--- src/rtl/rtcit_pkg.sv ---
// ============================================================================
// rtcit_pkg
// Shared types and constants for the real-time clock with interval timer.
// ============================================================================
`timescale 1ns / 1ps

package rtcit_pkg;

  // Item kinds carried on the input tuser
  typedef enum logic [1:0] {
    MODE_TICK  = 2'd0,
    MODE_READ  = 2'd1,
    MODE_WRITE = 2'd2,
    MODE_NONE  = 2'd3
  } rtcit_mode_t;

  // Bus byte offsets
  localparam logic [2:0] OFF_CMD  = 3'd0;
  localparam logic [2:0] OFF_DATA = 3'd4;

  // Command codes written to the command register
  localparam logic [31:0] CMD_LOAD_PERIOD = 32'd1;
  localparam logic [31:0] CMD_READ_SEC    = 32'd2;
  localparam logic [31:0] CMD_READ_MS     = 32'd3;
  localparam logic [31:0] CMD_WRITE_SEC   = 32'd4;
  localparam logic [31:0] CMD_WRITE_MS    = 32'd5;

  // Millisecond counter
  localparam int          MS_W      = 10;
  localparam logic [9:0]  MS_LAST   = 10'd999;
  localparam logic [31:0] MS_PER_S  = 32'd1000;

  // x / 1000 == (x * RECIP) >> RECIP_SHIFT, exact for every 32-bit x
  localparam logic [28:0] RECIP       = 29'd274877907;
  localparam int          RECIP_SHIFT = 38;
  localparam int          QUOT_W      = 23;

  // Registered input item, with the quotient by 1000 already formed
  typedef struct packed {
    rtcit_mode_t         mode;
    logic [2:0]          byte_offset;
    logic [31:0]         write_data;
    logic [QUOT_W-1:0]   quot;
  } rtcit_item_t;

  // One result
  typedef struct packed {
    logic        irq_pulse;
    logic        bus_error;
    logic [31:0] read_data;
  } rtcit_res_t;

endpackage

--- src/rtl/rtc_with_interval_timer.sv ---
// ============================================================================
// rtc_with_interval_timer
// Real-time clock with periodic interval timer behind a command and a data
// register, driven by a stream of ticks, bus reads and bus writes.
// ============================================================================
// A request's result passes through the input register and then the result
//   register before it is presented.
// Throughput: one request per cycle while the result channel is not stalled.
// Reset (rst_n low, synchronous) empties both stages and clears the clock,
//   the data register and the interval timer to zero.
`timescale 1ns / 1ps

module rtc_with_interval_timer
  import rtcit_pkg::*;
(
  input  logic        clk,
  input  logic        rst_n,
  // request channel
  input  logic        in_tvalid,
  output logic        in_tready,
  input  logic [39:0] in_tdata,   // [2:0] byte_offset, [34:3] write_data, rest 0
  input  logic [1:0]  in_tuser,   // [1:0] mode
  // result channel
  output logic        out_tvalid,
  input  logic        out_tready,
  output logic [39:0] out_tdata   // [31:0] read_data, [32] bus_error,
                                  // [33] irq_pulse, rest 0
);

  logic        s1_valid_r;
  rtcit_item_t s1_item_r, s1_item_nxt;
  logic        out_valid_r;
  rtcit_res_t  out_res_r, out_res_nxt;

  logic        out_free;
  logic        exec_fire;
  logic [63:0] prod;

  // Handshake: result register frees the exec stage, exec frees the input
  assign out_free  = !out_valid_r || out_tready;
  assign exec_fire = s1_valid_r && out_free;
  assign in_tready = !s1_valid_r || exec_fire;

  // Quotient by 1000 of the written value, formed before the input register
  assign prod = 64'(in_tdata[34:3]) * 64'(RECIP);

  always_comb begin
    s1_item_nxt.mode        = rtcit_mode_t'(in_tuser);
    s1_item_nxt.byte_offset = in_tdata[2:0];
    s1_item_nxt.write_data  = in_tdata[34:3];
    s1_item_nxt.quot        = prod[RECIP_SHIFT +: QUOT_W];
  end

  rtcit_exec u_exec (
    .clk   (clk),
    .rst_n (rst_n),
    .fire  (exec_fire),
    .item  (s1_item_r),
    .res   (out_res_nxt)
  );

  // Stage valids
  always_ff @(posedge clk) begin
    if (!rst_n) begin
      s1_valid_r  <= 1'b0;
      out_valid_r <= 1'b0;
    end else begin
      if (in_tready) begin
        s1_valid_r <= in_tvalid;
      end
      if (out_free) begin
        out_valid_r <= s1_valid_r;
      end
    end
  end

  // Stage payloads
  always_ff @(posedge clk) begin
    if (in_tvalid && in_tready) begin
      s1_item_r <= s1_item_nxt;
    end
    if (exec_fire) begin
      out_res_r <= out_res_nxt;
    end
  end

  assign out_tvalid = out_valid_r;
  assign out_tdata  = {6'd0, out_res_r.irq_pulse, out_res_r.bus_error,
                       out_res_r.read_data};

endmodule

--- src/rtl/rtcit_exec.sv ---
// ============================================================================
// rtcit_exec
// Clock, data register and interval timer state; applies one item per cycle while fire is high.
// ============================================================================
`timescale 1ns / 1ps

module rtcit_exec
  import rtcit_pkg::*;
(
  input  logic        clk,
  input  logic        rst_n,
  input  logic        fire,
  input  rtcit_item_t item,
  output rtcit_res_t  res
);

  logic [31:0]     data_r,      data_nxt;
  logic [MS_W-1:0] data_mod_r,  data_mod_nxt;   // data_r mod 1000
  logic [31:0]     ivl_r,       ivl_nxt;
  logic [31:0]     left_r,      left_nxt;
  logic [31:0]     sec_r,       sec_nxt;
  logic [MS_W-1:0] sec_mod_r,   sec_mod_nxt;    // sec_r mod 1000
  logic [MS_W-1:0] ms_r,        ms_nxt;

  logic [31:0]     wr_rem;
  logic [MS_W-1:0] wr_mod;

  // write_data mod 1000 from the precomputed quotient
  assign wr_rem = item.write_data - 32'(32'(item.quot) * MS_PER_S);
  assign wr_mod = wr_rem[MS_W-1:0];

  // Next state and result
  always_comb begin
    data_nxt     = data_r;
    data_mod_nxt = data_mod_r;
    ivl_nxt      = ivl_r;
    left_nxt     = left_r;
    sec_nxt      = sec_r;
    sec_mod_nxt  = sec_mod_r;
    ms_nxt       = ms_r;
    res          = '0;
    unique case (item.mode)
      MODE_TICK: begin
        if (ms_r == MS_LAST) begin
          ms_nxt  = '0;
          sec_nxt = sec_r + 32'd1;
          // the 2^32 wrap lands on zero, whose remainder is zero as well
          if (sec_r == '1 || sec_mod_r == MS_LAST) begin
            sec_mod_nxt = '0;
          end else begin
            sec_mod_nxt = sec_mod_r + 10'd1;
          end
        end else begin
          ms_nxt = ms_r + 10'd1;
        end
        if (ivl_r != '0) begin
          if (left_r <= 32'd1) begin
            res.irq_pulse = 1'b1;
            left_nxt      = ivl_r;
          end else begin
            left_nxt = left_r - 32'd1;
          end
        end
      end
      MODE_READ: begin
        priority if (item.byte_offset == OFF_CMD) begin
          res.read_data = '0;
        end else if (item.byte_offset == OFF_DATA) begin
          res.read_data = data_r;
        end else begin
          res.bus_error = 1'b1;
        end
      end
      MODE_WRITE: begin
        priority if (item.byte_offset == OFF_CMD) begin
          unique case (item.write_data)
            CMD_LOAD_PERIOD: begin
              ivl_nxt  = data_r;
              left_nxt = data_r;
            end
            CMD_READ_SEC: begin
              data_nxt     = sec_r;
              data_mod_nxt = sec_mod_r;
            end
            CMD_READ_MS: begin
              data_nxt     = 32'(ms_r);
              data_mod_nxt = ms_r;
            end
            CMD_WRITE_SEC: begin
              sec_nxt     = data_r;
              sec_mod_nxt = data_mod_r;
            end
            CMD_WRITE_MS: begin
              ms_nxt = data_mod_r;
            end
            default: res.bus_error = 1'b1;
          endcase
        end else if (item.byte_offset == OFF_DATA) begin
          data_nxt     = item.write_data;
          data_mod_nxt = wr_mod;
        end else begin
          res.bus_error = 1'b1;
        end
      end
      default: ;  // unused mode: no effect
    endcase
  end

  // State registers
  always_ff @(posedge clk) begin
    if (!rst_n) begin
      data_r     <= '0;
      data_mod_r <= '0;
      ivl_r      <= '0;
      left_r     <= '0;
      sec_r      <= '0;
      sec_mod_r  <= '0;
      ms_r       <= '0;
    end else if (fire) begin
      data_r     <= data_nxt;
      data_mod_r <= data_mod_nxt;
      ivl_r      <= ivl_nxt;
      left_r     <= left_nxt;
      sec_r      <= sec_nxt;
      sec_mod_r  <= sec_mod_nxt;
      ms_r       <= ms_nxt;
    end
  end

endmodule

--- config.mk ---
export PLATFORM = sky130hd
export DESIGN_NAME = rtc_with_interval_timer
export DESIGN_NICKNAME = d
export VERILOG_FILES = /design/src/rtl/rtcit_pkg.sv /design/src/rtl/rtc_with_interval_timer.sv /design/src/rtl/rtcit_exec.sv
export SDC_FILE = /design/constraint.sdc
export NUM_CORES = 1
export LEC_CHECK = 0
export ABC_AREA = 1
export BUFFER_PORTS_ARGS = -buffer_cell sky130_fd_sc_hd__buf_2
export CAP_MARGIN = 0
export CORE_MARGIN = 2
export CORE_UTILIZATION = 36
export DETAILED_ROUTE_END_ITERATION = 10
export MAX_ROUTING_LAYER = met4
export PLACE_DENSITY_LB_ADDON = 0.08
export SYNTH_ARGS = -nofsm -noshare
export SYNTH_HDL_FRONTEND = slang
export SYNTH_SLANG_ARGS = --single-unit
--- constraint.sdc ---
create_clock -name clk -period 21 [get_ports clk]
set_input_delay 5.25 -clock clk [delete_from_list [all_inputs] [get_ports clk]]
set_output_delay 5.25 -clock clk [all_outputs]
set_load 0.02 [all_outputs]
==> summary.txt, run 1 <==
Die
  • # IOs: approximately 90
  • Die Footprint: about 0.076 mm2
  • Die Span Y: 275.4 um
  • Core Region: between 0.07 and 0.08 mm2
  • Row cnt: 99
  • Initial Utilization: 0.3634
  • Die X: roughly 280 um

Clocking
  • CTS root buf: clkbuf_16
  • CTS Sinks: 238
  • Cts bufs inserted: 29
  • Post_cts resized: 0
  • H-Tree Depth: 1
  • Largest buffer count on any clock path: 3
  • CTS tree: built
  • Worst-Skew Late Latency: about 0.58 ns
  • Cts hold-fix bufs: 0
  • Postcts setup bufs: 0
  • Reg clk slew, reported paths: around 0.06 ns

Synthesis
  • Top FF cell, synth: dfxtp_1
  • Distinct cell type count after synthesis: 48
  • Mux cell area share after synthesis: 0
  • Mapped Cells: 3445
  • Synth Area in Adders: 0.3668
  • Flops & latches, synth: between 200 and 250
  • Synthesized area per cell: 7.696 um2
  • Ys Warns: 0
  • Xor and xnor area share after synthesis: 0.01751
  • Synth async-reset ratio: 0
  • Synthesized area: between 0.02 and 0.03 mm2
  • Largest family of logic cells by synthesized area: adder cells
  • Post-synthesis compound-gate area fraction: 0.06956
  • Post-synth EDFFs: 78
  • Part of the Yosys area used for sequential elements: 0.2092
  • Post-synthesis simple-gate area fraction: 0.2152

Worst setup path
  • Reg2Reg Setup Slack: 16.31 ns
  • Worst path max stage delay: roughly 0.54 ns
  • Req. time, crit path: about 21 ns
  • Worst r2r src: s1_item_r[58]
  • Data arrival, critical path: roughly 11 ns
  • Crit end category: flop
  • CP max FO: 12
  • WP buf/inv: 7
  • R2R Path End: u_exec.data_r[2]
  • Cell family with the largest share of critical-path delay: adder cells
  • Worst reg2reg path depth: 9
  • Critical path startpoint category: input pin
  • Setup CP Type: input pin to flop
  • Critical Path Source: in_tdata[11]
  • Crit path max-delay cell type: fa_1

Layout
  • Area Growth Syn to Fin: 8.169%
  • Commonest non-fill, non-tap cells in the layout: inv_1 (732), nand2_1 (700), nor2_1 (438), ha_1 (325), fa_1 (282)
  • Share of layout cells above drive strength 1: 0.04822
  • Diodes inserted: 0
  • Most common cell after layout, fill and taps aside: inv_1
  • Final Net Count: between 4000 and 5000

STA
  • Period utilization: 0.5234
  • Fin Hold WS: around 0.48 ns
  • Final hold viol count: 0
  • Slew Viols, Final: 0
  • Clock skew: between 0.02 and 0.025 ns
  • Total negative setup slack: 0 ns
  • Max-Slew Margin vs Limit: 0.2499
  • Clock period minus worst slack: approximately 11 ns
  • RSZ-0062 raised after global routing: no
  • Fmax: roughly 0.09 GHz
  • Tightest Pin Transition: roughly 1.1 ns
  • Setup Viol. Count Final: 0
  • Final setup margin: 10.01 ns

Worst hold path
  • Hold Path End: u_exec.data_r[10]
  • Hold path depth: 2
  • Hold WC Path Type: flop to flop
  • HP Start: u_exec.data_r[10]

GRT
  • Vias in the first global route: 22110
  • First-pass GRT wire length: roughly 130000 um
  • Total GRT Usage: 0.2372
  • Initial antenna violation count: 0
  • Total global routing overflow: 0
  • Largest net degree at the start of global routing: 65

Job
  • Max Cap Viol: 0

Drt
  • DR iter-0 viols: 1585
  • Post-DR wirelength/cell: 19.32 um
  • 1st-pass router iterations: 6
  • DRC Markers: 0
  • Detailed-route wire length: ~86000 um
  • Vias per std cell: around 4.9
  • Routed vias: 21960
  • Post-route ant nets: 0

Status
  • Status: complete, no violations

Placed design
  • DP Worst Slack: about 9.4 ns
  • HPWL Detailed: around 68000 um
  • Routability cong.: roughly 0.92
  • # port buffers: 76
-- state kept, by name, indices dropped and copies added (netlist names) --
name and cells:
u_exec.data_r 32, u_exec.ivl_r 32, u_exec.data_mod_r 10, u_exec.left_r 32
u_exec.sec_mod_r 10, u_exec.ms_r 10, s1_valid_r 1, out_tvalid 1
s1_item_r 44, u_exec.sec_r 32, out_tdata 34
-- worst max-delay path by stage --
| stage | depth (start not counted) | endpoint | slack, ns |
|---|---|---|---|
| 2_1_floorplan | 2 | in_tready | 10.26 |
| 3_3_place_gp | 26 | s1_item_r[6] | 9.38 |
| 3_5_place_dp | 26 | s1_item_r[6] | 9.38 |
| 4_1_cts | 23 | s1_item_r[5] | 10.0 |
| 5_1_grt | 27 | s1_item_r[6] | 9.68 |
| 6_report | 26 | s1_item_r[6] | 10.01 |
-- cells by family (layout without fill, tap and decap cells) --
kind of cell | after synthesis | count (layout)
compound gates | 329 | 329
xor+xnor | 53 | 53
fa+ha+maj | 608 | 608
buf+inv | 830 | 885
flops | 238 | 238
other cells | 1 | 6
simple gates | 1386 | 1386
-- stage by stage --
stage          utilization  area, um2  std cells
2_1_floorplan            -      26530       3450
3_3_place_gp        0.3807      27770       4410
3_5_place_dp        0.3807      27770       4410
4_1_cts             0.3931      28680       4464
5_1_grt             0.3931      28680       4464
6_report            0.3931      28680       4464
-- Yosys cell counts, types with 40 or more instances --
cell | instances | area, um2
nand4_1 | 46 | 287.8
nand3_1 | 125 | 625.6
clkbuf_1 | 40 | 150.1
nor2_1 | 439 | 1648
edfxtp_1 | 78 | 2342
nand2_1 | 702 | 2635
fa_1 | 282 | 5645
a21oi_1 | 150 | 750.7
inv_1 | 733 | 2751
xor2_1 | 42 | 367.9
ha_1 | 326 | 4079
dfxtp_1 | 160 | 3203
o21ai_0 | 102 | 510.5
-- layout make-up --
| class | count | area [um2] |
|---|---|---|
| fillers | 7643 | 44280 |
| multi-input cells | 2382 | 17780 |
| flip-flops and latches | 238 | 5545 |
| inverters | 745 | 2796 |
| well taps | 959 | 1200 |
| clock buffers | 35 | 758.2 |
| repair buffers | 86 | 455.4 |
| clock inverters | 19 | 146.4 |
-- tightest hold or removal path, stage by stage (launching register included) --
cell and delay, ns:
dfxtp_1 0.32, nand2_1 0.06, a21oi_1 0.06
-- routing by layer --
| metal | vias up | track usage | share of wire |
|---|---|---|---|
| met2 | 513 | 0.3764 | 0.45 |
| met4 | 0 | 0.03954 | 0.019 |
| met3 | 94 | 0.02262 | 0.048 |
| met1 | 10620 | 0.3330 | 0.48 |
| li1 | 10740 | - | - |
| met5 | - | - | 0 |
Power of run 1 is left out: the tool's default activity adds up to more than one toggle a clock period on the data nets, which glitch-free logic cannot reach.
==> run 2: changes to the inputs <==
Clock period 21 ns to 10.1 ns, I/O delays scaled along.
==> run 2 against run 1 <==
  * Worst setup slack worse by 8.2 ns
  * Cell count about the same
  * Flip-flop and latch count did not move
  * Register-to-register slack lost 11 ns
  * Hold slack gained 0.0048 ns
  * Routed wire length shrank 0.40%
  * Die area did not move
  * First-iteration DRC count down 2.6%
  * Sequential share of layout area is 0.11 points lower
  * Core utilization is 0.22 points higher
  * Via count increased by 0.43%
  * Critical path type unchanged
  * Critical endpoint is now s1_item_r[1]
==> summary.txt, run 2 (same netlist as run 1, synthesis figures left out) <==
Clocking
  • CTS root buf: clkbuf_16 (unchanged)
  • Worst-Skew Late Latency: 0.57 ns (was 0.58 ns)
  • Postcts setup bufs: 0 (unchanged)
  • Cts bufs inserted: 29 (unchanged)
  • Post_cts resized: 0 (unchanged)
  • CTS tree: built (unchanged)
  • CTS Sinks: 238 (unchanged)
  • Reg clk slew, reported paths: 0.06 ns (about the same)
  • Cts hold-fix bufs: 0 (unchanged)
  • H-Tree Depth: 1 (unchanged)
  • Largest buffer count on any clock path: 3 (unchanged)

Worst setup path
  • Setup CP Type: input pin to flop (unchanged)
  • Data arrival, critical path: 8.63 ns (was 11.32 ns)
  • Req. time, crit path: 10.41 ns (was 21.33 ns)
  • Reg2Reg Setup Slack: 5.40 ns (was 16.31 ns)
  • Crit end category: flop (unchanged)
  • R2R Path End: u_exec.data_mod_r[2] (was u_exec.data_r[2])
  • Worst reg2reg path depth: 9 (unchanged)
  • Worst r2r src: s1_item_r[58] (unchanged)
  • CP max FO: 11 (was 12)
  • Critical path startpoint category: input pin (unchanged)

STA
  • Max-Slew Margin vs Limit: 0.2754 (was 0.2499)
  • Total negative setup slack: 0 ns (unchanged)
  • Period utilization: 0.8233
  • Final hold viol count: 0 (unchanged)
  • Clock period minus worst slack: between 8 and 9 ns
  • RSZ-0062 raised after global routing: no (unchanged)
  • Tightest Pin Transition: 1.087 ns (was 1.124 ns)
  • Clock skew: 0.01184 ns (was 0.02264 ns)
  • Slew Viols, Final: 0 (unchanged)
  • Fmax: 0.1203 GHz
  • Setup Viol. Count Final: 0 (unchanged)

Layout
  • Diodes inserted: 0 (unchanged)
  • FILL cells: 7625 (was 7643)
  • Commonest non-fill, non-tap cells in the layout: inv_1 (732), nand2_1 (700), nor2_1 (438), ha_1 (325), fa_1 (282) (unchanged)
  • Top reg by flops: s1_item_r (unchanged)
  • Most common cell after layout, fill and taps aside: inv_1 (unchanged)
  • Area Growth Syn to Fin: 8.764% (was 8.169%)
  • Largest register FFs: 44 (unchanged)
  • Share of layout cells above drive strength 1: 0.05103 (was 0.04822)
  • Final Net Count: 4139 (was 4136)

GRT
  • First-pass GRT wire length: 131900 um (was 132300 um)
  • Total GRT Usage: 0.2361 (was 0.2372)
  • Vias in the first global route: 22220 (was 22110)
  • Initial antenna violation count: 1 (was 0)
  • Total global routing overflow: 0 (unchanged)
  • Largest net degree at the start of global routing: 65 (unchanged)

Die
  • Core Region: 0.07296 mm2 (unchanged)
  • # IOs: 88 (unchanged)
  • Row cnt: 99 (unchanged)
  • Initial Utilization: 0.3634 (unchanged)
  • Die X: 275.4 um (unchanged)
  • Die Footprint: 0.07583 mm2 (unchanged)
  • Die Span Y: 275.4 um (unchanged)

Placed design
  • # port buffers: 76 (unchanged)
  • Routability cong.: 0.9468 (was 0.9182)
  • HPWL Detailed: 68540 um (was 68430 um)

Drt
  • Post-route ant nets: 0 (unchanged)
  • Detailed-route wire length: 85920 um (was 86260 um)
  • DRC Markers: 0 (unchanged)
  • 1st-pass router iterations: 5 (was 6)
  • Vias per std cell: 4.937 (was 4.919)
  • Routed vias: 22050 (was 21960)
  • Post-DR wirelength/cell: 19.23 um (was 19.32 um)
  • DR iter-0 viols: 1544 (was 1585)

Worst hold path
  • HP Start: u_exec.data_r[14] (was u_exec.data_r[10])
  • Hold path depth: 2 (unchanged)
  • Hold Path End: u_exec.data_r[14] (was u_exec.data_r[10])
  • Hold WC Path Type: flop to flop (unchanged)

Status
  • Status: complete, no violations (unchanged)

Job
  • Max Cap Viol: 0 (unchanged)
## run 2: metal layers
metal / GRT usage / share of wire
met1: 0.3288 / 0.48
met5: - / 0
met2: 0.3701 / 0.45
met3: 0.01957 / 0.043
met4: 0.06131 / 0.030
## run 2: layout make-up
| type | instances | area [um2] | area share |
|---|---|---|---|
| Inverter | 745 | 2796 | 0.09698 |
| Tap cell | 959 | 1200 | 0.04161 |
| Sequential cell | 238 | 5545 | 0.1923 |
| Multi-Input combinational cell | 2382 | 17780 | 0.6165 |
| Timing Repair Buffer | 89 | 478.0 | 0.01658 |
| Clock inverter | 22 | 302.8 | 0.01050 |
| Clock buffer | 32 | 737.0 | 0.02556 |
## run 2: metrics by stage
| stage | util | hold slack (ns) | std cells | instance area, um2 | setup slack [ns] |
|---|---|---|---|---|---|
| 4_1_cts | 0.3952 | 0.4845 | 4467 | 28840 | 1.806 |
| 3_5_place_dp | 0.3810 | 0.4743 | 4413 | 27800 | 1.219 |
| 6_report | 0.3952 | 0.4857 | 4467 | 28840 | 1.785 |
| 5_1_grt | 0.3952 | 0.4997 | 4467 | 28840 | 1.545 |
| 2_1_floorplan | - | 0.4578 | 3450 | 26530 | 2.182 |
| 3_3_place_gp | 0.3810 | 0.4748 | 4413 | 27800 | 1.214 |
## run 2: critical path: stages
cell and delay (ns):
buf_2 0.49, ha_1 0.43, fa_1 0.45, fa_1 0.56, inv_1 0.05, fa_1 0.49
inv_1 0.05, fa_1 0.53, fa_1 0.46, fa_1 0.55, inv_1 0.05, fa_1 0.49
inv_1 0.04, ha_1 0.34, nand2_1 0.08, nor2_1 0.14, nand2_1 0.11, nor4_1 0.38
nand3b_1 0.19, nand4_1 0.13, nand2_1 0.08
## run 2: worst max-delay path by stage
stage,startpoint,endpoint,slack (ns),depth (start not counted)
after floorplan,in_tdata[23],s1_item_r[1],2.18,22
after global placement,in_tdata[16],s1_item_r[1],1.21,21
after detailed placement,in_tdata[16],s1_item_r[1],1.22,21
after CTS,in_tdata[15],s1_item_r[1],1.81,21
after global routing,in_tdata[15],s1_item_r[6],1.54,22
final,in_tdata[15],s1_item_r[1],1.78,21
Power of run 2 is left out for the same reason.
==> run 3: changes to the inputs <==
Clock period 10.1 ns to 7.5 ns, I/O delays scaled along.
==> run 3 against run 2 <==
  * Die area unchanged
  * Sequential share of layout area fell by 0.74 points
  * First-iteration DRC count shrank 10%
  * Hold slack barely moved
  * Core utilization rose by 1.6 points
  * Via count rose by 1.2%
  * Routed wire length increased by 0.62%
  * Critical path depth is the same
==> summary.txt, run 3 (same netlist as run 1, synthesis figures left out) <==
Drt
  • DRC Markers: 0 (unchanged)
  • Post-DR wirelength/cell: 18.71 um (was 19.23 um)
  • Detailed-route wire length: 86450 um (was 85920 um)
  • Vias per std cell: 4.830 (was 4.937)
  • DR iter-0 viols: 1382 (was 1544)
  • Routed vias: 22320 (was 22050)
  • 1st-pass router iterations: 7 (was 5)
  • Post-route ant nets: 0 (unchanged)

Worst setup path
  • Worst path max stage delay: 0.56 ns (about the same)
  • Crit end category: flop (unchanged)
  • Req. time, crit path: 7.83 ns (was 10.41 ns)
  • CP max FO: 7 (was 11)
  • Data arrival, critical path: 7.58 ns (was 8.63 ns)
  • Crit path max-delay cell type: fa_1 (unchanged)
  • Setup CP Type: input pin to flop (unchanged)
  • Critical path startpoint category: input pin (unchanged)
  • Reg2Reg Setup Slack: 3.58 ns (was 5.40 ns)
  • Worst r2r src: s1_item_r[58] (unchanged)
  • CP most frequent cell: fa_1 (unchanged)
  • Critical-path cell list: clkbuf_4, ha_1, fa_1, fa_1, inv_1, fa_1, inv_1, fa_1, fa_1, fa_1, inv_1, fa_1, inv_1, ha_1, nand2_1, nor2_1, nand2_1, nor4_1, nand3_1, nand4_1, nand2_1 (was buf_2, ha_1, fa_1, fa_1, inv_1, fa_1, inv_1, fa_1, fa_1, fa_1, inv_1, fa_1, inv_1, ha_1, nand2_1, nor2_1, nand2_1, nor4_1, nand3b_1, nand4_1, nand2_1)
  • R2R Path End: u_exec.data_r[2] (was u_exec.data_mod_r[2])
  • Worst reg2reg path depth: 9 (unchanged)

Die
  • # IOs: 88 (unchanged)
  • Row cnt: 99 (unchanged)
  • Initial Utilization: 0.3634 (unchanged)
  • Die Span Y: 275.4 um (unchanged)
  • Die X: 275.4 um (unchanged)
  • Core Region: 0.07296 mm2 (unchanged)
  • Die Footprint: 0.07583 mm2 (unchanged)

STA
  • Tightest Pin Transition: 1.101 ns (was 1.087 ns)
  • Setup Viol. Count Final: 0 (unchanged)
  • Final hold viol count: 0 (unchanged)
  • Max-Slew Margin vs Limit: 0.2652 (was 0.2754)
  • Slew Viols, Final: 0 (unchanged)
  • Clock skew: 0.009010 ns (was 0.01184 ns)
  • Period utilization: 0.9662
  • Total negative setup slack: 0 ns (unchanged)
  • Fmax: 0.1380 GHz
  • Clock period minus worst slack: 7.247 ns

Layout
  • Share of layout cells above drive strength 1: 0.09265 (was 0.05103)
  • Most common cell after layout, fill and taps aside: inv_1 (unchanged)
  • Final Net Count: 4289 (was 4139)
  • Area Growth Syn to Fin: 13.14% (was 8.764%)
  • FILL cells: 7570 (was 7625)
  • Post-Layout Inst Area: 0.03000 mm2 (was 0.02884 mm2)
  • Largest register FFs: 44 (unchanged)
  • Commonest non-fill, non-tap cells in the layout: inv_1 (732), nand2_1 (700), nor2_1 (436), ha_1 (325), fa_1 (282) (was inv_1 (732), nand2_1 (700), nor2_1 (438), ha_1 (325), fa_1 (282))
  • Top reg by flops: s1_item_r (unchanged)

Clocking
  • Cts bufs inserted: 30 (was 29)
  • CTS tree: built (unchanged)
  • Largest buffer count on any clock path: 3 (unchanged)
  • Reg clk slew, reported paths: 0.06 ns (about the same)
  • Worst-Skew Late Latency: 0.58 ns (was 0.57 ns)
  • Cts hold-fix bufs: 0 (unchanged)
  • Postcts setup bufs: 0 (unchanged)
  • CTS Sinks: 238 (unchanged)
  • CTS root buf: clkbuf_16 (unchanged)
  • Post_cts resized: 0 (unchanged)
  • H-Tree Depth: 1 (unchanged)

GRT
  • Total GRT Usage: 0.2395 (was 0.2361)
  • Largest net degree at the start of global routing: 65 (unchanged)
  • Initial antenna violation count: 2 (was 1)
  • Total global routing overflow: 0 (unchanged)
  • Vias in the first global route: 23140 (was 22220)
  • First-pass GRT wire length: 134500 um (was 131900 um)

Worst hold path
  • Hold Path End: u_exec.data_r[24] (was u_exec.data_r[14])
  • Hold path depth: 2 (unchanged)
  • Hold WC Path Type: flop to flop (unchanged)
  • HP Start: u_exec.data_r[24] (was u_exec.data_r[14])

Job
  • Max Cap Viol: 0 (unchanged)

Status
  • Status: complete, no violations (unchanged)

Placed design
  • # port buffers: 76 (unchanged)
  • Post-DP Area: 0.02894 mm2 (was 0.02780 mm2)
  • HPWL Detailed: 71800 um (was 68540 um)
  • Routability cong.: 0.9206 (was 0.9468)
run 3: changes by cell type in the layout (fill, tap and decap cells not counted), moves of 4 or more:
cell	delta
a21oi_1	-5
buf_4	+147
bufinv_16	-5
clkinvlp_4	-4
clkbuf_8	+4
a21oi_2	+5
run 3: through the flow:
step	hold WS, ns	util	setup WS, ns	std cells
after detailed placement	0.4793	0.3966	-0.4377	4562
after floorplan	0.4578	-	0.2323	3450
after CTS	0.4902	0.4103	0.1709	4618
final	0.4852	0.4111	0.2534	4620
after global routing	0.5166	0.4111	-0.01673	4620
after global placement	0.4748	0.3966	-0.3815	4562
run 3: worst max path at each step:
| stage | startpoint | to | slack (ns) | cells past startpoint |
|---|---|---|---|---|
| 2_1_floorplan | in_tdata[23] | s1_item_r[1] | 0.23 | 22 |
| 3_3_place_gp | in_tdata[14] | s1_item_r[6] | -0.38 | 25 |
| 3_5_place_dp | in_tdata[13] | s1_item_r[6] | -0.44 | 22 |
| 4_1_cts | in_tdata[13] | s1_item_r[6] | 0.17 | 22 |
| 5_1_grt | in_tdata[16] | s1_item_r[4] | -0.02 | 21 |
| 6_report | in_tdata[13] | s1_item_r[0] | 0.25 | 21 |
run 3: area by class of cell:
type                            instances  area, um2  area share
Inverter                              745       2796     0.09323
Antenna cell                            2      5.005   0.0001669
Timing Repair Buffer                  238       1627     0.05423
Multi-Input combinational cell       2382      17820      0.5942
Clock inverter                         14      120.1    0.004005
Sequential cell                       238       5545      0.1849
Clock buffer                           42      878.3     0.02928
Tap cell                              959       1200     0.04000
run 3: worst max-delay path, delay by kind of cell:
| family | cells | cell delay (ns) |
|---|---|---|
| buf+inv | 5 | 0.41 |
| fa+ha+maj | 9 | 4.25 |
| simple gates | 7 | 1.05 |
run 3: routing by layer:
metal / GRT usage / wire length, um / up-vias
met2: 0.4007 / 41390 / 440
met4: 0.05092 / 1906 / 0
met3: 0.02253 / 3441 / 104
met1: 0.3154 / 39720 / 10730
met5: - / 0 / -
li1: - / - / 11040
Power of run 3 is left out for the same reason.
